`src/nnd_pkg.sv`:
```
`default_nettype none

package nnd_pkg;

    // field and dimension widths
    localparam int PixW    = 8;
    localparam int DimW    = 13;
    localparam int MaxDim  = 4096;
    localparam int CfgIdxW = 3;

    // divider runs one quotient bit per cycle
    localparam int DivSteps = DimW;
    localparam int DivCntW  = $clog2(DivSteps);

    // register indexes on the configuration port
    typedef enum logic [CfgIdxW-1:0] {
        REG_SRC_WIDTH  = 3'd0,
        REG_SRC_HEIGHT = 3'd1,
        REG_DST_WIDTH  = 3'd2,
        REG_DST_HEIGHT = 3'd3,
        REG_ALPHA_EN   = 3'd4
    } reg_idx_t;

    // controller states
    typedef enum logic [2:0] {
        ST_LOAD_COL,
        ST_DIV_COL,
        ST_STORE_COL,
        ST_LOAD_ROW,
        ST_DIV_ROW,
        ST_STORE_ROW,
        ST_RUN
    } ctl_state_t;

    // controller to datapath
    typedef struct packed {
        logic div_load;
        logic div_step;
        logic div_store;
        logic sel_row;
        logic run;
    } ctl_cmd_t;

    // datapath to controller
    typedef struct packed {
        logic cfg_hit;
    } dp_status_t;

endpackage

`default_nettype wire

```
`src/nnd_ctrl.sv`:
```
`default_nettype none

module nnd_ctrl (
    input  wire                 clk,
    input  wire                 rst_n,
    input  nnd_pkg::dp_status_t status,
    output nnd_pkg::ctl_cmd_t   cmd
);

    nnd_pkg::ctl_state_t                 state_reg, state_next;
    logic [nnd_pkg::DivCntW-1:0]         cnt_reg, cnt_next;

    // state and step counter
    always_ff @(posedge clk or negedge rst_n)
    begin
        if (!rst_n)
        begin
            state_reg <= nnd_pkg::ST_LOAD_COL;
            cnt_reg   <= '0;
        end
        else
        begin
            state_reg <= state_next;
            cnt_reg   <= cnt_next;
        end
    end

    // next state and commands
    always_comb
    begin
        state_next = state_reg;
        cnt_next   = cnt_reg;
        cmd        = '0;
        case (state_reg)
            nnd_pkg::ST_LOAD_COL:
            begin
                cmd.div_load = 1'b1;
                cnt_next     = '0;
                state_next   = nnd_pkg::ST_DIV_COL;
            end
            nnd_pkg::ST_DIV_COL:
            begin
                cmd.div_step = 1'b1;
                if (cnt_reg == nnd_pkg::DivCntW'(nnd_pkg::DivSteps - 1))
                begin
                    cnt_next   = '0;
                    state_next = nnd_pkg::ST_STORE_COL;
                end
                else
                begin
                    cnt_next = cnt_reg + 1'b1;
                end
            end
            nnd_pkg::ST_STORE_COL:
            begin
                cmd.div_store = 1'b1;
                state_next    = nnd_pkg::ST_LOAD_ROW;
            end
            nnd_pkg::ST_LOAD_ROW:
            begin
                cmd.sel_row  = 1'b1;
                cmd.div_load = 1'b1;
                cnt_next     = '0;
                state_next   = nnd_pkg::ST_DIV_ROW;
            end
            nnd_pkg::ST_DIV_ROW:
            begin
                cmd.sel_row  = 1'b1;
                cmd.div_step = 1'b1;
                if (cnt_reg == nnd_pkg::DivCntW'(nnd_pkg::DivSteps - 1))
                begin
                    cnt_next   = '0;
                    state_next = nnd_pkg::ST_STORE_ROW;
                end
                else
                begin
                    cnt_next = cnt_reg + 1'b1;
                end
            end
            nnd_pkg::ST_STORE_ROW:
            begin
                cmd.sel_row   = 1'b1;
                cmd.div_store = 1'b1;
                state_next    = nnd_pkg::ST_RUN;
            end
            nnd_pkg::ST_RUN:
            begin
                cmd.run = 1'b1;
            end
            default:
            begin
                state_next = nnd_pkg::ST_LOAD_COL;
            end
        endcase

        // a write to any listed register recomputes the step sizes
        if (status.cfg_hit)
        begin
            state_next = nnd_pkg::ST_LOAD_COL;
            cnt_next   = '0;
        end
    end

endmodule

`default_nettype wire

```
`src/nnd_datapath.sv`:
```
`default_nettype none

module nnd_datapath (
    input  wire                              clk,
    input  wire                              rst_n,
    input  nnd_pkg::ctl_cmd_t                cmd,
    output nnd_pkg::dp_status_t              status,
    input  wire                              cfg_we,
    input  wire  [nnd_pkg::CfgIdxW-1:0]      cfg_index,
    input  wire  [nnd_pkg::DimW-1:0]         cfg_data,
    input  wire                              s_axis_tvalid,
    output logic                             s_axis_tready,
    input  wire  [4*nnd_pkg::PixW-1:0]       s_axis_tdata,
    output logic                             m_axis_tvalid,
    input  wire                              m_axis_tready,
    output logic [4*nnd_pkg::PixW-1:0]       m_axis_tdata,
    output logic                             m_axis_tlast,
    output logic                             m_axis_tuser
);

    localparam int W = nnd_pkg::DimW;
    localparam int P = nnd_pkg::PixW;

    // configuration registers
    logic [W-1:0] src_w_reg, src_h_reg, dst_w_reg, dst_h_reg;
    logic         alpha_en_reg;

    // effective (clamped) dimensions
    logic [W-1:0] sw, sh, dw, dh;

    // divider
    logic [W-1:0] div_rem_reg, div_quo_reg, div_den_reg;
    logic [W:0]   div_trial;
    logic         div_bit;

    // step sizes: integer and fractional parts of src/dst
    logic [W-1:0] col_quo_reg, col_rem_reg, row_quo_reg, row_rem_reg;

    // frame position
    logic [W-1:0] sx_reg, sy_reg, ox_reg, oy_reg, tx_reg, ty_reg, fx_reg, fy_reg;

    // output register
    logic         out_valid_reg;
    logic [P-1:0] out_r_reg, out_g_reg, out_b_reg, out_a_reg;
    logic         out_row_end_reg, out_frame_end_reg;

    logic         in_accept, hit, last_col, last_row, src_last_col, src_last_row;
    logic [W:0]   fx_sum, fy_sum, tx_sum, ty_sum;
    logic         fx_wrap, fy_wrap;

    function automatic logic [W-1:0] clamp_dim(input logic [W-1:0] v,
                                               input logic [W-1:0] hi);
        logic [W-1:0] r;
        begin
            r = v;
            if (v == '0)
                r = W'(1);
            else if (v > hi)
                r = hi;
            return r;
        end
    endfunction

    assign sw = clamp_dim(src_w_reg, W'(nnd_pkg::MaxDim));
    assign sh = clamp_dim(src_h_reg, W'(nnd_pkg::MaxDim));
    assign dw = clamp_dim(dst_w_reg, sw);
    assign dh = clamp_dim(dst_h_reg, sh);

    // a write to a listed register restarts the frame
    always_comb
    begin
        case (cfg_index)
            nnd_pkg::REG_SRC_WIDTH,
            nnd_pkg::REG_SRC_HEIGHT,
            nnd_pkg::REG_DST_WIDTH,
            nnd_pkg::REG_DST_HEIGHT,
            nnd_pkg::REG_ALPHA_EN:   status.cfg_hit = cfg_we;
            default:                 status.cfg_hit = 1'b0;
        endcase
    end

    always_ff @(posedge clk or negedge rst_n)
    begin
        if (!rst_n)
        begin
            src_w_reg    <= W'(1);
            src_h_reg    <= W'(1);
            dst_w_reg    <= W'(1);
            dst_h_reg    <= W'(1);
            alpha_en_reg <= 1'b0;
        end
        else if (cfg_we)
        begin
            case (cfg_index)
                nnd_pkg::REG_SRC_WIDTH:  src_w_reg    <= cfg_data;
                nnd_pkg::REG_SRC_HEIGHT: src_h_reg    <= cfg_data;
                nnd_pkg::REG_DST_WIDTH:  dst_w_reg    <= cfg_data;
                nnd_pkg::REG_DST_HEIGHT: dst_h_reg    <= cfg_data;
                nnd_pkg::REG_ALPHA_EN:   alpha_en_reg <= cfg_data[0];
                default:                 alpha_en_reg <= alpha_en_reg;
            endcase
        end
    end

    // restoring divider, one quotient bit per step
    assign div_trial = {div_rem_reg, div_quo_reg[W-1]};
    assign div_bit   = div_trial >= {1'b0, div_den_reg};

    always_ff @(posedge clk)
    begin
        if (cmd.div_load)
        begin
            div_rem_reg <= '0;
            div_quo_reg <= cmd.sel_row ? sh : sw;
            div_den_reg <= cmd.sel_row ? dh : dw;
        end
        else if (cmd.div_step)
        begin
            div_rem_reg <= div_bit ? W'(div_trial - {1'b0, div_den_reg})
                                   : W'(div_trial);
            div_quo_reg <= {div_quo_reg[W-2:0], div_bit};
        end
    end

    always_ff @(posedge clk)
    begin
        if (cmd.div_store)
        begin
            if (cmd.sel_row)
            begin
                row_quo_reg <= div_quo_reg;
                row_rem_reg <= div_rem_reg;
            end
            else
            begin
                col_quo_reg <= div_quo_reg;
                col_rem_reg <= div_rem_reg;
            end
        end
    end

    // input handshake and selection
    assign s_axis_tready = cmd.run && (!out_valid_reg || m_axis_tready);
    assign in_accept     = s_axis_tvalid && s_axis_tready;
    assign hit           = (sx_reg == tx_reg) && (sy_reg == ty_reg);
    assign last_col      = ({1'b0, ox_reg} + 1'b1) >= {1'b0, dw};
    assign last_row      = ({1'b0, oy_reg} + 1'b1) >= {1'b0, dh};
    assign src_last_col  = ({1'b0, sx_reg} + 1'b1) >= {1'b0, sw};
    assign src_last_row  = ({1'b0, sy_reg} + 1'b1) >= {1'b0, sh};

    // incremental target stepping: target += quo, frac += rem mod dst
    assign fx_sum  = {1'b0, fx_reg} + {1'b0, col_rem_reg};
    assign fx_wrap = fx_sum >= {1'b0, dw};
    assign tx_sum  = {1'b0, tx_reg} + {1'b0, col_quo_reg} + {{W{1'b0}}, fx_wrap};
    assign fy_sum  = {1'b0, fy_reg} + {1'b0, row_rem_reg};
    assign fy_wrap = fy_sum >= {1'b0, dh};
    assign ty_sum  = {1'b0, ty_reg} + {1'b0, row_quo_reg} + {{W{1'b0}}, fy_wrap};

    // frame position counters
    always_ff @(posedge clk or negedge rst_n)
    begin
        if (!rst_n)
        begin
            sx_reg <= '0;
            sy_reg <= '0;
            ox_reg <= '0;
            oy_reg <= '0;
            tx_reg <= '0;
            ty_reg <= '0;
            fx_reg <= '0;
            fy_reg <= '0;
        end
        else if (status.cfg_hit)
        begin
            sx_reg <= '0;
            sy_reg <= '0;
            ox_reg <= '0;
            oy_reg <= '0;
            tx_reg <= '0;
            ty_reg <= '0;
            fx_reg <= '0;
            fy_reg <= '0;
        end
        else if (in_accept)
        begin
            // source raster position
            if (src_last_col)
            begin
                sx_reg <= '0;
                sy_reg <= src_last_row ? '0 : W'(sy_reg + 1'b1);
            end
            else
            begin
                sx_reg <= W'(sx_reg + 1'b1);
            end

            // output position and the source pixel it needs
            if (hit)
            begin
                if (last_col)
                begin
                    ox_reg <= '0;
                    tx_reg <= '0;
                    fx_reg <= '0;
                    if (last_row)
                    begin
                        oy_reg <= '0;
                        ty_reg <= '0;
                        fy_reg <= '0;
                    end
                    else
                    begin
                        oy_reg <= W'(oy_reg + 1'b1);
                        ty_reg <= W'(ty_sum);
                        fy_reg <= fy_wrap ? W'(fy_sum - {1'b0, dh}) : W'(fy_sum);
                    end
                end
                else
                begin
                    ox_reg <= W'(ox_reg + 1'b1);
                    tx_reg <= W'(tx_sum);
                    fx_reg <= fx_wrap ? W'(fx_sum - {1'b0, dw}) : W'(fx_sum);
                end
            end
        end
    end

    // output word register
    always_ff @(posedge clk or negedge rst_n)
    begin
        if (!rst_n)
            out_valid_reg <= 1'b0;
        else if (in_accept && hit)
            out_valid_reg <= 1'b1;
        else if (m_axis_tready)
            out_valid_reg <= 1'b0;
    end

    always_ff @(posedge clk)
    begin
        if (in_accept && hit)
        begin
            out_r_reg         <= s_axis_tdata[P-1:0];
            out_g_reg         <= s_axis_tdata[2*P-1:P];
            out_b_reg         <= s_axis_tdata[3*P-1:2*P];
            out_a_reg         <= alpha_en_reg ? s_axis_tdata[4*P-1:3*P] : '0;
            out_row_end_reg   <= last_col;
            out_frame_end_reg <= last_col && last_row;
        end
    end

    assign m_axis_tvalid = out_valid_reg;
    assign m_axis_tdata  = {out_a_reg, out_b_reg, out_g_reg, out_r_reg};
    assign m_axis_tlast  = out_row_end_reg;
    assign m_axis_tuser  = out_frame_end_reg;

endmodule

`default_nettype wire

```
`src/nearest_neighbor_downscaler.sv`:
```
// A selected source pixel appears on the output in the cycle after it is taken.
// Throughput: one source pixel per cycle; a one-word output register decouples
// the sides, so input stalls while that word waits on m_axis_tready and during setup.
// After reset and after every register write, a setup (two 13-step serial
// divisions of source by target size) runs with s_axis_tready low.
// Reset: asynchronous, active low; sizes return to 1x1, RGB mode, frame at origin.
`default_nettype none

module nearest_neighbor_downscaler (
    input  wire                                  clk,
    input  wire                                  rst_n,
    // configuration write port
    input  wire                                  cfg_we,
    input  wire  [nnd_pkg::CfgIdxW-1:0]          cfg_index,
    input  wire  [nnd_pkg::DimW-1:0]             cfg_data,
    // source pixels
    input  wire                                  s_axis_tvalid,
    output logic                                 s_axis_tready,
    input  wire  [4*nnd_pkg::PixW-1:0]           s_axis_tdata,  // in_red, in_green, in_blue, in_alpha
    // selected pixels
    output logic                                 m_axis_tvalid,
    input  wire                                  m_axis_tready,
    output logic [4*nnd_pkg::PixW-1:0]           m_axis_tdata,  // out_red, out_green, out_blue, out_alpha
    output logic                                 m_axis_tlast,  // row_end
    output logic                                 m_axis_tuser   // frame_end
);

    nnd_pkg::ctl_cmd_t   cmd;
    nnd_pkg::dp_status_t status;

    // setup sequencer
    nnd_ctrl u_ctrl (
        .clk    (clk),
        .rst_n  (rst_n),
        .status (status),
        .cmd    (cmd)
    );

    // registers, divider, counters and output word
    nnd_datapath u_datapath (
        .clk           (clk),
        .rst_n         (rst_n),
        .cmd           (cmd),
        .status        (status),
        .cfg_we        (cfg_we),
        .cfg_index     (cfg_index),
        .cfg_data      (cfg_data),
        .s_axis_tvalid (s_axis_tvalid),
        .s_axis_tready (s_axis_tready),
        .s_axis_tdata  (s_axis_tdata),
        .m_axis_tvalid (m_axis_tvalid),
        .m_axis_tready (m_axis_tready),
        .m_axis_tdata  (m_axis_tdata),
        .m_axis_tlast  (m_axis_tlast),
        .m_axis_tuser  (m_axis_tuser)
    );

endmodule

`default_nettype wire
```
`config.mk`:
```
export PLATFORM = sky130hd
export DESIGN_NAME = nearest_neighbor_downscaler
export DESIGN_NICKNAME = d
export VERILOG_FILES = /design/src/nnd_pkg.sv /design/src/nnd_ctrl.sv /design/src/nnd_datapath.sv /design/src/nearest_neighbor_downscaler.sv
export SDC_FILE = /design/constraint.sdc
export NUM_CORES = 1
export LEC_CHECK = 0
export BUFFER_PORTS_ARGS = -buffer_cell sky130_fd_sc_hd__buf_2
export CAP_MARGIN = 20
export CORE_MARGIN = 2
export CORE_UTILIZATION = 57
export CTS_CLUSTER_DIAMETER = 30
export CTS_CLUSTER_SIZE = 8
export DETAILED_ROUTE_END_ITERATION = 12
export PLACE_DENSITY_LB_ADDON = 0.3
export SLEW_MARGIN = 25
export SYNTH_ARGS = -nofsm -noshare
export SYNTH_HDL_FRONTEND = slang
export SYNTH_HIERARCHICAL = 1
export SYNTH_SLANG_ARGS = --single-unit
```
`constraint.sdc`:
```
create_clock -name clk -period 6.2 [get_ports clk]
set_clock_uncertainty 0.15 [all_clocks]
set_input_delay 1.24 -clock clk [delete_from_list [all_inputs] [get_ports clk]]
set_output_delay 1.24 -clock clk [all_outputs]
set_load 0.1 [all_outputs]
```
After elaboration in Yosys (flattened, before gate mapping)
Index checks and enable logic that the tools add are counted.
{"block": "op_classes", "add_sub_neg": 18, "magnitude_cmp": 11, "n_eq_ne": 16, "muxes": 64, "bitwise": 1, "reduce_logical": 36}
{"cell": "2-to-1 mux 13 bit", "n": 49}
{"cell": "greater-or-equal comparator 14 x 13 -> 1 bit", "n": 7}
{"cell": "adder 13 x 1 -> 14 bit, second input constant", "n": 4}
{"cell": "adder 13 x 1 -> 13 bit, second input constant", "n": 4}
{"cell": "logical NOT 13 bit", "n": 4}
{"cell": "subtractor 13 bit", "n": 3}
{"cell": "adder 13 x 13 -> 14 bit", "n": 2}
{"cell": "adder 13 x 1 -> 13 bit", "n": 2}
{"cell": "adder 13 bit", "n": 2}
{"cell": "equality test 13 bit", "n": 2}
{"cell": "> comparator 13 bit", "n": 2}
{"cell": "> comparator 13 bit, second input constant", "n": 2}
{"cell": "case mux 3 bit (7 select lines)", "n": 1}
{"cell": "AND reduction 2 bit", "n": 9}
{"cell": "equality test 3 x 2 -> 1 bit, second input constant", "n": 4}
{"cell": "equality test 3 bit, second input constant", "n": 4}
{"cell": "nonzero test 2 bit", "n": 6}
{"cell": "2-to-1 mux 3 bit", "n": 3}
{"cell": "2-to-1 mux 1 bit", "n": 8}
{"cell": "2-to-1 mux 4 bit", "n": 2}
{"cell": "case mux 4 bit (2 select lines)", "n": 1}
{"cell": "equality test 3 x 1 -> 1 bit, second input constant", "n": 2}
{"cell": "logical NOT 3 bit", "n": 2}
{"cell": "!= test 3 x 2 -> 1 bit, second input constant", "n": 2}
{"cell": "12 further kinds", "n": 19}
{"block": "word_totals", "reg_bits": 290, "inputBits": 53, "out_inout_bits": 36, "word_cells": 175}

Logic depth before layout (Yosys ltp)
Gate-level depths: netlist of run 1.
{"block": "logic_depth", "ltp_word": 13, "ltp_mapped": 33, "mapped_depth_nobuf": 30}

By module
Netlist of run 1, hierarchy kept.
{"module": "nnd_datapath", "instances": 1, "cells_each": 1862, "area_per_inst_um2": 18417.7}
{"module": "nnd_ctrl", "instances": 1, "cells_each": 50, "area_per_inst_um2": 467.9}

Worst setup path after synthesis of run 1
Ideal clock, no wire load.
{"block": "synth_path", "path_type": "flip-flop to flip-flop", "startpoint": "register u_datapath.src_w_reg[12]", "endpoint": "register u_datapath.tx_reg[12]", "setup_ns": 0.069, "arrival_time_ns": 6.541, "path_slack_ns": -0.559, "stages_incl_launch_ff": 32, "path_buffers": 3, "path_cell_list": "dfrtp_1 inv_1 clkbuf_1 nand2_1 ha_1 a21o_1 a21o_1 a21o_1 a2111oi_4 o22ai_2 o31ai_2 buf_6 mux2_2 or2_2 ha_1 nand4_1 a211oi_1 o31a_1 o31ai_2 a21boi_1 nor2_4 buf_6 fa_1 fa_1 nor2b_1 o31a_1 o41a_1 a41oi_1 a21oi_1 xnor2_1 or3_1 nand3_1"}
{"block": "synth_between", "elab_chain_len": 12, "elab_cells_between_ends": 14, "cone_classes": "add/sub: 1; order compare: 4; mux: 8; reduce/logical: 1"}
{"element": "start: declaration", "line": "nnd_datapath.sv:25", "text": "logic [W-1:0] src_w_reg, src_h_reg, dst_w_reg, dst_h_reg;"}
{"element": "start signal: assignment", "line": "nnd_datapath.sv:95", "text": "nnd_pkg::REG_SRC_WIDTH: src_w_reg <= cfg_data;"}
{"element": "> comparator 13 bit", "line": "nnd_datapath.sv:58", "text": "else if (v > hi)"}
{"element": "2-to-1 mux 13 bit", "line": "nnd_datapath.sv:58"}
{"element": "2-to-1 mux 13 bit *", "line": "nnd_datapath.sv:56", "text": "if (v == '0)"}
{"element": "> comparator 13 bit", "line": "nnd_datapath.sv:58"}
{"element": "2-to-1 mux 13 bit *", "line": "nnd_datapath.sv:58"}
{"element": "2-to-1 mux 13 bit *", "line": "nnd_datapath.sv:56"}
{"element": "greater-or-equal comparator 14 x 13 -> 1 bit", "line": "nnd_datapath.sv:153", "text": "assign fx_wrap = fx_sum >= {1'b0, dw};"}
{"element": "adder 13 x 1 -> 13 bit", "line": "nnd_datapath.sv:154", "text": "assign tx_sum = {1'b0, tx_reg} + {1'b0, col_quo_reg} + {{W{1'b0}}, fx_wrap};"}
{"element": "2-to-1 mux 13 bit *", "line": "nnd_datapath.sv:200", "text": "if (last_col)"}
{"element": "2-to-1 mux 13 bit *", "line": "nnd_datapath.sv:198", "text": "if (hit)"}
{"element": "2-to-1 mux 13 bit *", "line": "nnd_datapath.sv:184", "text": "else if (in_accept)"}
{"element": "2-to-1 mux 13 bit *", "line": "nnd_datapath.sv:173", "text": "else if (status.cfg_hit)"}
{"element": "end signal: assignment", "line": "nnd_datapath.sv:221", "text": "tx_reg <= W'(tx_sum);"}
{"element": "end: declaration", "line": "nnd_datapath.sv:40", "text": "logic [W-1:0] sx_reg, sy_reg, ox_reg, oy_reg, tx_reg, ty_reg, fx_reg, fy_reg;"}
Every way passes the cells marked *; elsewhere a longest branch is shown, timed or not. The select of a mux whose other input is x is not followed.
A chain may end at the register's enable or synchronous reset.

Worst setup path in the final report of run 1
Ends and elaborated chain as after synthesis.

==> run metrics, run 1 <==
Worst Tran Pin Value 0.996 ns; Area after DPL 20400 µm²; clk slew on worst S/H paths 0.05 ns; nets ~2300; clock tree from TritonCTS built; first-iteration detailed-routing DRC count 1501; CTS sink cnt 290; Die Width 186 µm; Area growth syn-to-layout 23.0%; initial antenna violation count 0; post-route setup TNS 0 ns; standard-cell rows 66; PortBufs 88; placed wire-length estimate 37900 µm; ranking of synthesized cells by area dfrtp_1 21%, edfxtp_1 18%, ha_1 11%, nand2_1 3.5%, xnor2_1 3.3%; clock tree buffer depth 3; routed vias 16000; CP Capture Type flip-flop; Worst Path Required between 6 and 7 ns; power per cell area 448 nW/µm²; simple-gate share of the synthesized area between 10% and 20%; Seq/Total Area, Yosys 41.1%; Power, Total 10.4 mW; leading area contributor after synthesis dfrtp_1; design area around 23000 µm²; I/O pin count 89; final period utilization between 90% and 100%; total gr overflow 0; Ys Warns 6; Synth Area in XOR/XNOR 6.12%; RSZ-0062 raised after global routing yes; GRT Total Usage between 30 and 40%; mean routed wirelength per cell about 20 µm; Max Cap Viol 0; status complete, no violations; r2r endpoint u_datapath/tx_reg[12]$_DFFE_PN0P_; fmax ~0.16 GHz; worst hold path startpoint u_datapath/oy_reg[12]$_DFFE_PN0P_; pre-CTS setup slack -0.0803 ns; setup violators final 0; vias in the first global route 15500; Slew HR 33.4%; placer congestion estimate between 1 and 1.5; worst r2r path cells 29; ANT cells 0; Startpoint Class flip-flop; reg2reg setup slack 0.02 ns; CP peak stage delay 0.41 ns; PnR worst setup slack 0.0165 ns; total CTS buffers 72; largest family of logic cells by synthesized area simple AND/OR/NAND/NOR gates; post-synthesis adder-cell area fraction 12.3%; fraction of synthesized area in multiplexers between 5 and 6%; kind of critical path reg -> reg; final worst path period need 6.18 ns; final wirelength 53500 µm; drt drc 0; vias per cell slightly above 6; utilization after layout between 70% and 80%; CORE AREA between 30000 and 40000 µm²; post-synth top area share 21.3%; Worst-Skew Late Latency just under 0.6 ns; Fin. Hold Viols 0; Syn Area/Cell 9.88 µm²; first-pass GRT wire length 83200 µm; post-synth cell types 90; LEAKAGE 10.5 nW; hold path depth 2; root buf cell clkbuf_16; antenna viol nets, final 0; syn_nets 2145; die height about 190 µm; Seq cells post-synth 290; WHS Endpoint u_datapath/oy_reg[12]$_DFFE_PN0P_; H-tree levels 3; Pre-antenna DRT Iters 6; final slew viol count 0; initial core utilization 57.9%; complex-gate fraction of the synthesized area 15.1%; pin count of the biggest net entering global routing a little over 60; number of flops mapped to enable cells by yosys 112; Worst Hold Class reg -> reg; worst reg2reg path startpoint u_datapath/src_w_reg[12]$_DFFE_PN0P_; share of cells above drive strength 1 between 20% and 30%; Die Outline Area 34600 µm²; Mapped Cells approximately 1900; Worst Path Max Fanout 6; post-synthesis instance area 18900 µm²; async set-or-reset flop fraction in the synthesized netlist 56.9%; Post-synth top flop dfrtp_1; Worst path slowest cell dfrtp_1; Hold Buf Count CTS 0; Worst Path Arrival 6.55 ns; worst vdd ir 0.000309 V
[cell usage in the layout (no fill, tap or decap), types with 18 or more instances in the layout]
| master | n |
|---|---|
| nand2_1 | 174 |
| ha_1 | 161 |
| dfrtp_1 | 160 |
| nor2_1 | 121 |
| edfxtp_1 | 112 |
| o21ai_0 | 105 |
| buf_4 | 101 |
| a21oi_1 | 97 |
| inv_1 | 93 |
| buf_2 | 87 |
| clkbuf_16 | 73 |
| xnor2_1 | 71 |
| xor2_1 | 59 |
| nand3_1 | 55 |
| mux2_2 | 51 |
| mux2i_1 | 43 |
| nor2b_1 | 36 |
| a21o_1 | 35 |
| nor3_1 | 30 |
| nand4_1 | 28 |
| nand2b_1 | 25 |
| a211oi_1 | 24 |
| and3_1 | 23 |
| a31oi_1 | 22 |
| o21ai_1 | 22 |
| o21a_1 | 18 |
[power breakdown]
part           switching, mW  internal, mW
registers              0.324          2.40
clock network           1.16          2.56
logic                   2.22          1.74
[metal layers]
metal | vias up | routed length (µm) | GRT usage, %
li1 | 7391 | - | -
met2 | 744 | 24100 | 48.4
met5 | - | 0 | 0
met4 | 0 | 2030 | 14.2
met1 | 7719 | 23100 | 42.6
met3 | 140 | 4300 | 6.20
[Yosys cell counts (all sizes together), types with 32 or more instances]
cell type,number
nor3,32
xor2,60
xnor2,71
nor2,126
nand2,179
inv,94
mux2i,46
ha,171
a21oi,104
nor2b,42
dfrtp,161
o21ai,127
edfxtp,112
nand3,56
mux2,53
a21o,35
clkbuf,38
[critical path: cells and delay by family, from the launching register on]
family / cells / cell delay, ns
compound gates: 10 / 2.10
mux: 1 / 0.34
flops: 1 / 0.41
simple gates: 10 / 1.65
fa+ha+maj: 4 / 0.96
buf+inv: 3 / 0.35
xor+xnor: 1 / 0.13
[area by class of cell]
type	count	area [µm²]
timing repair buffer	193	1260
clock buffer	99	2010
inverter	95	359
clock inverter	34	418
multi-input combinational	1463	10900
tap	442	553
sequential	290	7760
fill	2286	9400
[through the flow]
step,std cells,hold slack (ns)
3_5_place_dp,2461,0.314
4_1_cts,2598,0.327
6_report,2616,0.324
5_1_grt,2616,0.364
2_1_floorplan,1912,0.289
3_3_place_gp,2461,0.302
[timing repair]
action                     CTS  global route
gates resized for setup      8            42
buffers inserted             4            18
setup endpoints to repair    4            14
pin swaps                    7            15
[cells by family (layout without fill, tap and decap cells)]
kind of cell,after synthesis,after routing
AO/OA/AOI/OAI,442,442
adder cells (fa/ha/maj),180,180
AND/OR/NAND/NOR,611,611
multiplexers,99,99
flip-flops,290,290
XOR/XNOR,131,131
buffers and inverters,159,421
[how the worst max path moves through the flow]
stage                                        end  slack, ns                                 start  cells after the start
6_report       u_datapath/tx_reg[12]$_DFFE_PN0P_       0.02  u_datapath/src_w_reg[12]$_DFFE_PN0P_                     29
5_1_grt        u_datapath/tx_reg[12]$_DFFE_PN0P_      -0.21  u_datapath/src_w_reg[12]$_DFFE_PN0P_                     29
4_1_cts        u_datapath/ty_reg[10]$_DFFE_PN0P_      0.002   u_datapath/src_h_reg[1]$_DFFE_PN0P_                     29
3_5_place_dp   u_datapath/tx_reg[12]$_DFFE_PN0P_      -0.08  u_datapath/src_w_reg[12]$_DFFE_PN0P_                     28
3_3_place_gp   u_datapath/ty_reg[10]$_DFFE_PN0P_       0.02   u_datapath/src_h_reg[4]$_DFFE_PN0P_                     29
2_1_floorplan  u_datapath/tx_reg[12]$_DFFE_PN0P_      -0.04  u_datapath/src_w_reg[12]$_DFFE_PN0P_                     31
Power figures use the tool's default switching activity.
==> run 2: changes to the inputs <==
- CORE_ASPECT_RATIO: default -> 1.25
- GPL_TIMING_DRIVEN: default -> 0
==> run 2 against run 1 <==
Net effect:
- the flow now finishes with violations (setup timing)
- largest cell class unchanged
- global-route usage increased by 0.51 points
- sequential cell count unchanged
- largest power group unchanged
- sequential power about the same
- first-iteration DRC count decreased by 11%
==> run metrics, run 2 (synthesized netlist as in run 1, its figures left out) <==
pin count of the biggest net entering global routing 88; P_int 6.76 mW; part of the power in registers 25.8%; Max Cap Viol 0; CORE AREA 32700 µm²; design area 23800 µm²; H-tree levels 3; share of cells above drive strength 1 23.6%; initial core utilization a little under 60%; final wirelength a little under 60000 µm; final worst path period need approximately 6.8 ns; root buf cell clkbuf_16; final period utilization 109%; violated checks setup timing; switch share between 30% and 40%; Worst Path Required 6.55 ns; CP Capture Type flip-flop; die height between 200 and 250 µm; clock tree from TritonCTS built; most common cell after layout, fill and taps aside nand2_1; most used cell, CP fa_2; Worst Path Max Fanout 7; CP peak stage delay between 0.4 and 0.5 ns; Slew HR 31.1%; Die Outline Area 34600 µm²; GRT Total Usage 31.8%; fill cell count 2219; drt drc 0; Worst path slowest cell dfrtp_1; post-route setup TNS -2.04 ns; vias in the first global route between 15000 and 20000; Worst-Skew Late Latency around 0.57 ns; Worst Path Arrival 7.11 ns; commonest cells after routing, fill and taps aside 164 x nand2_1, 158 x dfrtp_1, 152 x ha_1; RSZ-0062 raised after global routing yes; mean routed wirelength per cell 22.0 µm; first-pass GRT wire length 86700 µm; Worst Tran Pin Value between 1 and 1.5 ns; placed wire-length estimate 39000 µm; Combinational Power Share 40.9%; I/O pin count 89; fmax around 0.15 GHz; power per cell area roughly 450 nW/µm²; antenna viol nets, final 0; Area after DPL 20100 µm²; clock tree buffer depth 3; Clock power frac 33.3%; standard-cell rows 74; final slew viol count 0; LEAKAGE 10.6 nW; Area growth syn-to-layout 25.9%; placer congestion estimate between 0.9 and 1; vias per cell between 6 and 7; CP top delay family compound AO/OA/AOI/OAI gates; PortBufs 88; crit path buf inv count 1; total CTS buffers 66; PnR worst setup slack -0.554 ns; Net Sw Power 3.91 mW; worst vdd ir 0.000309 V; first-iteration detailed-routing DRC count between 1000 and 1500; initial antenna violation count 0; clk slew on worst S/H paths 0.05 ns; CTS sink cnt 290; Startpoint Class flip-flop; Die Width 167 µm; setup violators final 8; Fin. Hold Viols 0; total gr overflow 0; routed vias 16400; nets between 2000 and 2500; status finished with violations; Pre-antenna DRT Iters 7; pre-CTS setup slack -1.51 ns; kind of critical path reg -> reg; Worst Hold Class reg -> reg
run 2: area by class of cell:
type | instances | area, µm² | area share (%)
antenna | 1 | 2.50 | 0.0105
clock inverter | 33 | 404 | 1.70
timing repair buffer | 168 | 1100 | 4.64
tap | 418 | 523 | 2.20
sequential | 290 | 7760 | 32.6
inverter | 95 | 362 | 1.52
buffer | 62 | 364 | 1.53
clock buffer | 88 | 1900 | 8.00
multi-input combinational | 1463 | 11400 | 47.8
run 2: routing by layer:
layer | GRT usage, % | routed length, µm
met3 | 5.51 | 4150
met2 | 53.7 | 28000
met4 | 19.2 | 3580
met1 | 38.0 | 21900
met5 | 0 | 0
run 2: worst min-delay path, stage by stage, from the launching register on:
cell     delay, ns
dfrtp_1       0.34
nand2_1       0.05
nand2_1       0.05
run 2: per-stage QoR:
stage / power (mW) / cells / hold slack [ns] / util (%)
2_1_floorplan: 5.29 / 1912 / 0.289 / -
3_3_place_gp: 6.15 / 2418 / 0.306 / 61.1
3_5_place_dp: 6.28 / 2422 / 0.306 / 61.4
4_1_cts: 10.2 / 2581 / 0.315 / 70.8
5_1_grt: 11.1 / 2617 / 0.346 / 72.8
6_report: 10.7 / 2618 / 0.319 / 72.8
run 2: worst paths after layout:
kind                       depth (start not counted)  slack (ns)                                end                                start
setup / recovery                                  30       -0.55  u_datapath/tx_reg[12]$_DFFE_PN0P_  u_datapath/src_w_reg[4]$_DFFE_PN0P_
hold / removal                                     2        0.32  u_datapath/oy_reg[12]$_DFFE_PN0P_    u_datapath/oy_reg[12]$_DFFE_PN0P_
setup reg to reg                                  30       -0.55  u_datapath/tx_reg[12]$_DFFE_PN0P_  u_datapath/src_w_reg[4]$_DFFE_PN0P_
hold reg to reg                                    2        0.32  u_datapath/oy_reg[12]$_DFFE_PN0P_    u_datapath/oy_reg[12]$_DFFE_PN0P_
max in group asynchronous                          3        4.57   u_datapath/sy_reg[0]$_DFFE_PN0P_                                rst_n
min in group asynchronous                          2        0.54   u_datapath/fx_reg[9]$_DFFE_PN0P_                                rst_n
run 2: power groups by stage:
stage / registers, mW / clock network [mW] / logic [mW]
5_1_grt: 2.76 / 3.70 / 4.68
3_5_place_dp: 2.73 / 0 / 3.55
2_1_floorplan: 2.59 / 0 / 2.71
6_report: 2.75 / 3.56 / 4.36
4_1_cts: 2.71 / 3.59 / 3.94
3_3_place_gp: 2.72 / 0 / 3.44
run 2: timing repair:
action / CTS / global route
endpoints found under the setup margin: 25 / 14
hold buffers: 0 / 0
setup buffers: 39 / 35
resized for setup: 105 / 76
pin swaps: 39 / 52
cloned: 1 / 1
